<file path="src/design/lsnh_ram.sv">
// ----------------------------------------------------------------------------
// lsnh_ram
// Generic single-write, single-read RAM with a registered read port.
// ----------------------------------------------------------------------------
module lsnh_ram #(
    parameter int WIDTH = 8,
    parameter int DEPTH = 16
) (
    input  logic                     i_clk,
    input  logic                     i_we,
    input  logic [$clog2(DEPTH)-1:0] i_waddr,
    input  logic [WIDTH-1:0]         i_wdata,
    input  logic [$clog2(DEPTH)-1:0] i_raddr,
    output logic [WIDTH-1:0]         o_rdata
);

    logic [WIDTH-1:0] r_mem [DEPTH];
    logic [WIDTH-1:0] r_rdata;

    always_ff @(posedge i_clk) begin
        if (i_we) begin
            r_mem[i_waddr] <= i_wdata;
        end
        r_rdata <= r_mem[i_raddr];
    end

    assign o_rdata = r_rdata;

endmodule

</file>
<file path="config.mk">
export PLATFORM = sky130hd
export DESIGN_NAME = lsnh_ram
export DESIGN_NICKNAME = d
export VERILOG_FILES = /design/src/design/lsnh_ram.sv
export SDC_FILE = /design/constraint.sdc
export NUM_CORES = 1
export LEC_CHECK = 0
export ABC_AREA = 1
export BUFFER_PORTS_ARGS = -buffer_cell sky130_fd_sc_hd__buf_2
export CORE_MARGIN = 1
export CORE_UTILIZATION = 65
export DETAILED_ROUTE_END_ITERATION = 7
export PLACE_DENSITY_LB_ADDON = 0.2
export SYNTH_ARGS = -nofsm -noshare
export SYNTH_HDL_FRONTEND = slang
export SYNTH_SLANG_ARGS = --single-unit
</file>
<file path="constraint.sdc">
create_clock -name i_clk -period 3.3 [get_ports i_clk]
set_input_delay 0.66 -clock i_clk [delete_from_list [all_inputs] [get_ports i_clk]]
set_output_delay 0.66 -clock i_clk [all_outputs]
set_load 0.01 [all_outputs]
</file>
; ---- Word level (Yosys, flattened, before mapping)
; Memory sizes are Yosys's and may differ from the RTL's. A register that Yosys moved wholly into a read port is not among the register bits.
; Cells that the tools add are included.
; Widths: inputs -> output; s select.
[totals]
word_cells = 3
mem_bits_rw = 128
ff_bits = 0
mem_count = 1
[mem_list]
columns = memory, words, word_bits, read_ports, rd_clocked_by_memory_dff, write_ports, line_no
row1 = r_mem, 16, 8, 1, 1, 1, 17  ; logic [WIDTH-1:0] r_mem [DEPTH];
[op_classes]
n_mux = 2
[ops]
columns = op, n
row1 = $mux 1, 2

; ---- Logic depth before layout (Yosys ltp)
; Gate-level depths: netlist of the first run.
[depth]
ltp_word = 2
ltp_mapped = 8
ltp_nobuf = 7

; ---- Worst setup path before layout of the first run
; OpenSTA, ideal clock, no wires.
[synth_timing]
kind = in2reg
startpoint = input i_waddr[2]
endpoint = memory r_mem[10][0], enable pin
arrival_ps = 1241
setup_slack_ps = 1689
setup_time_ps = 370
path_stages = 2
cell_sequence = nand3b_1 > nor2_1
[synth_lines]
columns = item, line_no
row1 = start: declaration, 11  ; input logic [$clog2(DEPTH)-1:0] i_waddr,
row2 = end: declaration, 17
; Straight into the memory's write port.

==> results of run 1 <==
-- critical path, delay by kind of cell --
family                 cells  cell delay (ns)
buffers and inverters      2             0.97
AND/OR/NAND/NOR            4             0.57
-- cells in the final DEF (no fill, tap or decap) --
cell type / n
bufinv_16: 2
dfxtp_1: 8
clkinv_2: 3
nor2_1: 17
inv_2: 2
inv_1: 100
nand3b_1: 2
clkbuf_1: 1
clkbuf_16: 16
clkinv_4: 3
nand2_1: 173
buf_12: 1
edfxtp_1: 128
buf_2: 25
buf_4: 1
clkbuf_8: 1
clkinvlp_4: 4
nand3_1: 97
-- routing by layer --
layer / up-vias / share of wire [%] / GRT usage [%]
met1: 1807 / 40 / 42.9
met2: 243 / 48 / 47.7
met3: 28 / 9.6 / 8.85
met4: 0 / 2.3 / 12.8
li1: 1817 / - / -
met5: - / 0 / 0
-- path summary, 6_finish.rpt --
kind	start	endpoint	slack [ns]	cells after the start
worst min-delay path	i_raddr[3]	o_rdata[7]$_DFF_P_	0.50	3
worst max register to register	r_mem[1][2]$_DFFE_PP_	o_rdata[2]$_DFF_P_	2.24	6
worst max-delay path	i_raddr[1]	o_rdata[2]$_DFF_P_	1.49	6
worst min register to register	r_mem[12][5]$_DFFE_PP_	o_rdata[5]$_DFF_P_	0.69	6
-- logic make-up (layout without fill, tap and decap cells) --
family	count (synthesis)	count (layout)	share of synthesized area [%]
and+or+nand+nor	289	289	21.0
DFF	136	136	69.4
buffers and inverters	126	159	9.52
-- per-stage QoR --
step	power, mW	setup slack [ns]	area [sq um]	cells	util (%)
2_1_floorplan	2.12	1.69	5770	551	-
3_3_place_gp	2.20	1.05	5880	659	70.2
3_5_place_dp	2.21	1.00	5880	659	70.2
4_1_cts	3.93	1.57	6430	689	76.8
5_1_grt	4.01	1.46	6430	689	76.8
6_report	3.91	1.49	6430	689	76.8
-- area by class of cell --
type,instances,share of cell area [%]
tap,105,2.04
sequential,136,62.2
clock buffer,18,6.50
clock inverter,12,2.04
inverter,102,5.95
multi-input combinational,289,18.9
timing repair buffer,27,2.37
-- power breakdown --
group          internal, mW  total (mW)  switching (mW)
combinational        0.0624       0.234           0.172
sequential             1.93        1.94          0.0126
clock                  1.06        1.73           0.672
-- state kept, by name, indices dropped and copies added, names as in the netlist --
| name | cells |
|---|---|
| r_mem | 128 |
| o_rdata | 8 |
==> results.md, run 1 <==
- Final worst path period need: 1.81 ns
- Critical Path Max Stage Delay: 0.52 ns
- DRC: 0
- Post-DP HPWL: 7810 um
- Vias in the first global route: 3714
- Antenna violations before repair: 0
- Post-synth EDFFs: 128
- Clk slew on worst S/H paths: 0.06 ns
- Post-synth top cells: 173 x nand2_1, 128 x edfxtp_1, 100 x inv_1, 97 x nand3_1, 17 x nor2_1
- Net count after synthesis: 569
- P_leak: ~2.8 nW
- Worst endpoint data arrival time: 2.22 ns
- Max-Cap Viols: 0
- Number of buffers created by CTS: 17
- CP Data Required Time: 3.71 ns
- DR WL/cell: 18.7 um
- Main synth FF type: edfxtp_1
- Kind of start point of the critical path: input pin
- Area of the multi-input gates: 1210 sq um
- Yosys reg bits: ~140
- Postcts setup bufs: 0
- Clk_lat worst skew: roughly 0.52 ns
- Unrepaired setup endpoints after global routing: no
- Async set or reset register ratio after synthesis: 0%
- Largest area contributor in the netlist: edfxtp_1
- Nets@finish: around 600
- Syn Std Cell Area: around 5800 sq um
- Clock buffer depth: 2
- Fmax: 552 MHz
- Yosys warnings: 0
- Setup TNS: 0 ns
- Status: finished clean
- Die Width: 96.2 um
- Sink Count: 136
- Antenna-violating nets left: 0
- Top Ports: 26
- Die Y: 96.2 um
- Critical Path Fanout Max: 33
- FP Rows: 33
- Layout area overhead: 11.6%
- GP Congestion: 0.860
- Worst rel slew slack: 42.2%
- Starting Density: 68.8%
- Final hold slack: 0.503 ns
- Final Cycle Share: 54.9%
- Global route overflow: 0
- Measured slew at the worst slew-check pin: 0.863 ns
- Most common cell on crit path: nand3_1
- Crit-path cells: buf_2, inv_2, nand3_1, nand3_1, nand3_1, nand2_1
- Sequential area share after synthesis: 69.4%
- Register Area: 4000 sq um
- Peak supply drop: 0.444 mV
- Fillers: 527
- Crit path max-delay cell type: buf_2
- Fraction of layout cells with a size suffix above 1: approximately a tenth
- Avg Vias per Cell: 5.65
- TritonCTS clock tree: done
- Synth unique cells: 12
- Die area: slightly above 9000 sq um
- Slew Limit Fails: 0
- CTS Root Cell: clkbuf_8
- Largest cells by area after synthesis: edfxtp_1 67%, nand2_1 11%, nand3_1 8.4%, inv_1 6.5%, dfxtp_1 2.8%
- Avg Cell Area, Syn: 10.5 sq um
- Ant. Diodes: 0
- Critical path class: in2reg
- Drt total wl: 12900 um
- Most frequent cell after synthesis: nand2_1
- Port Buffers: 25
- Vias: between 3000 and 4000
- Core Area: 8380 sq um
- Clk_skew: approximately 0.007 ns
- Power Dens Cells: 608 nW/um^2
- Number of gates resized after cts: 0
- CP endpoint kind: register
- Post-CTS Hold Fix Bufs: 0
- Htree depth: 4
- Largest net degree at the start of global routing: 65
- Final hold vios: 0
- Hold WC Path Type: in2reg
- DRT Pass-1 Iters: 5
- Syn Inst Count: 551
- Synth top area share: 66.7%
- First-pass GRT wire length: 19900 um
- DR iter-0 viols: 425
- Final setup fails: 0
- All-Layer GR Usage: 31.3%
(Power assumes the default switching activity.)
==> inputs of run 2 (changes only) <==
--- a/config.mk
+++ b/config.mk
@@ -8,7 +8,7 @@
 export ABC_AREA = 1
 export BUFFER_PORTS_ARGS = -buffer_cell sky130_fd_sc_hd__buf_2
 export CORE_MARGIN = 1
-export CORE_UTILIZATION = 65
+export CORE_UTILIZATION = 55
 export DETAILED_ROUTE_END_ITERATION = 7
 export PLACE_DENSITY_LB_ADDON = 0.2
 export SYNTH_ARGS = -nofsm -noshare
==> constraint.sdc (replaced) <==
create_clock -name i_clk -period 1.51 [get_ports i_clk]
set_input_delay 0.302 -clock i_clk [delete_from_list [all_inputs] [get_ports i_clk]]
set_output_delay 0.302 -clock i_clk [all_outputs]
set_load 0.01 [all_outputs]
==> results.md, run 2 (synthesis results as in run 1) <==
- Slew Limit Fails: 0 (unchanged)
- Layout area overhead: 17.4%
- P_sw: 1.87 mW (+120%)
- Vias in the first global route: 3865 (+4.1%)
- DR iter-0 viols: 348 (-18%)
- Critical path class: reg2out
- Critical Path Fanout Max: 1 (-97%)
- First-pass GRT wire length: 20600 um (+3.6%)
- Die area: 10900 sq um (+18%)
- Final Cycle Share: 88.2%
- Commonest cells after routing, fill and taps aside: 173 x nand2_1, 128 x edfxtp_1, 100 x inv_1, 97 x nand3_1, 25 x buf_2
- Post-CTS Hold Fix Bufs: 0 (unchanged)
- Switching Fraction: 20.3% (-1.6 points)
- Post-DP HPWL: 8120 um (+4.0%)
- Peak supply drop: 0.769 mV (+73%)
- Final worst path period need: around 1.3 ns
- Top Ports: 26 (unchanged)
- Worst rel slew slack: 71.6% (+29 points)
- Kind of start point of the critical path: register
- Htree depth: 4 (unchanged)
- Worst endpoint data arrival time: 1.03 ns (-1.19 ns)
- Crit path max-delay cell type: dfxtp_1
- Number of gates resized after cts: 0 (unchanged)
- Avg Vias per Cell: 5.28 (-6.5%)
- Crit-path cells: buf_2
- Fmax: 751 MHz
- Sink Count: 136 (unchanged)
- Core Area: 10200 sq um (+22%)
- Clock power frac: 47.8% (+3.5 points)
- Cell Count Post-Placement: 714 (+8.3%)
- Power Dens Cells: 1360 nW/um^2 (+120%)
- CTS Root Cell: clkbuf_8
- Die Width: 104 um (+8.5%)
- Final hold slack: 0.161 ns (-0.342 ns)
- Antenna violations before repair: 0 (unchanged)
- Ant. Diodes: 0 (unchanged)
- FP Rows: 37 (+12%)
- Fraction of layout cells with a size suffix above 1: 13.1% (+3.2 points)
- Measured slew at the worst slew-check pin: 0.426 ns (-0.437 ns)
- Fillers: 820 (+56%)
- Largest net degree at the start of global routing: 65 (unchanged)
- DR WL/cell: 17.8 um (-4.7%)
- Nets@finish: 615 (+4.1%)
- Clk_skew: 0.00764 ns (+0.000664 ns)
- Antenna-violating nets left: 0 (unchanged)
- Setup TNS: 0 ns (unchanged)
- CP Buf/Inv Count: 1 (-1)
- Hold WC Path Type: in2reg
- Max FFs per register: 128 (unchanged)
- DRC: 0 (unchanged)
- Critical Path Max Stage Delay: 0.36 ns (-0.16 ns)
- Vias: 3942 (+1.2%)
- All-Layer GR Usage: 26.1% (-5.2 points)
- Max-Cap Viols: 0 (unchanged)
- CP delay by family, top: flip-flops
- Unrepaired setup endpoints after global routing: no
- TritonCTS clock tree: done
- Number of buffers created by CTS: 17 (unchanged)
- Postcts setup bufs: 0 (unchanged)
- Fin util: 66.2% (-11 points)
- Most common cell after layout, fill and taps aside: nand2_1
- GP Congestion: 0.849 (-1.4%)
- Status: finished clean
- Drt total wl: 13300 um (+3.2%)
- Int Pwr: 7.33 mW (+140%)
- Final Non-Filler Cells: 746 (+8.3%)
- Starting Density: 56.4% (-12 points)
- Die Y: 104 um (+8.5%)
- Comb power frac: 6.0% (about the same)
- DRT Pass-1 Iters: 5 (unchanged)
- Global route overflow: 0 (unchanged)
- Port Buffers: 25 (unchanged)
- Clock buffer depth: 2 (unchanged)
- Most flops, register: r_mem
- Clk slew on worst S/H paths: 0.06 ns (about the same)
- Final hold vios: 0 (unchanged)
- CP Data Required Time: 1.21 ns (-2.50 ns)
- Final setup fails: 0 (unchanged)
- P_leak: 2.98 nW (+6.7%)
- CP endpoint kind: output port
- Seq pwr share: 46.2% (-3.5 points)
- Clk_lat worst skew: 0.53 ns (about the same)
-- run 2: cell types whose count changed in the layout (fill, tap and decap cells not counted), sizes merged --
| cell | previous run | this run |
|---|---|---|
| bufinv | 2 | 5 |
| clkinvlp | 4 | 0 |
| buf | 27 | 51 |
| clkbuf | 18 | 24 |
| clkinv | 6 | 3 |
-- run 2: layer usage --
| metal | track usage (%) | vias to the layer above | routed length, um |
|---|---|---|---|
| li1 | - | 1865 | - |
| met1 | 34.6 | 1893 | 5500 |
| met2 | 42.2 | 152 | 6640 |
| met3 | 4.64 | 32 | 745 |
| met4 | 11.6 | 0 | 385 |
| met5 | 0 | - | 0 |
-- run 2: worst paths after layout --
kind	slack (ns)	endpoint	depth (start not counted)	start
min	0.16	o_rdata[3]$_DFF_P_	3	i_raddr[3]
min reg2reg	0.69	o_rdata[0]$_DFF_P_	6	r_mem[11][0]$_DFFE_PP_
max	0.18	o_rdata[6]	1	o_rdata[6]$_DFF_P_
max reg2reg	0.46	o_rdata[3]$_DFF_P_	6	r_mem[3][3]$_DFFE_PP_
-- run 2: final cells by class --
type	count	area, sq um	area share [%]
clock buffer	24	460	6.80
clock inverter	8	169	2.49
inverter	102	383	5.66
multi-input combinational	289	1210	17.9
sequential	136	4000	59.1
tap	136	170	2.51
timing repair buffer	51	370	5.47
-- run 2: through the flow --
| stage | power [mW] | area [sq um] | setup WS (ns) |
|---|---|---|---|
| finish | 9.19 | 6770 | 0.178 |
| global placement | 4.85 | 6140 | 0.122 |
| detailed placement | 4.87 | 6140 | 0.0843 |
| floorplan | 4.63 | 5770 | 0.257 |
| global route | 9.43 | 6770 | 0.148 |
| CTS | 9.23 | 6770 | 0.167 |
-- run 2: power by group through the flow --
stage | Clock (mW) | Combinational [mW] | Sequential (mW)
finish | 4.40 | 0.549 | 4.25
global route | 4.58 | 0.603 | 4.25
CTS | 4.43 | 0.552 | 4.25
detailed placement | 0 | 0.544 | 4.32
global placement | 0 | 0.531 | 4.32
floorplan | 0 | 0.298 | 4.33
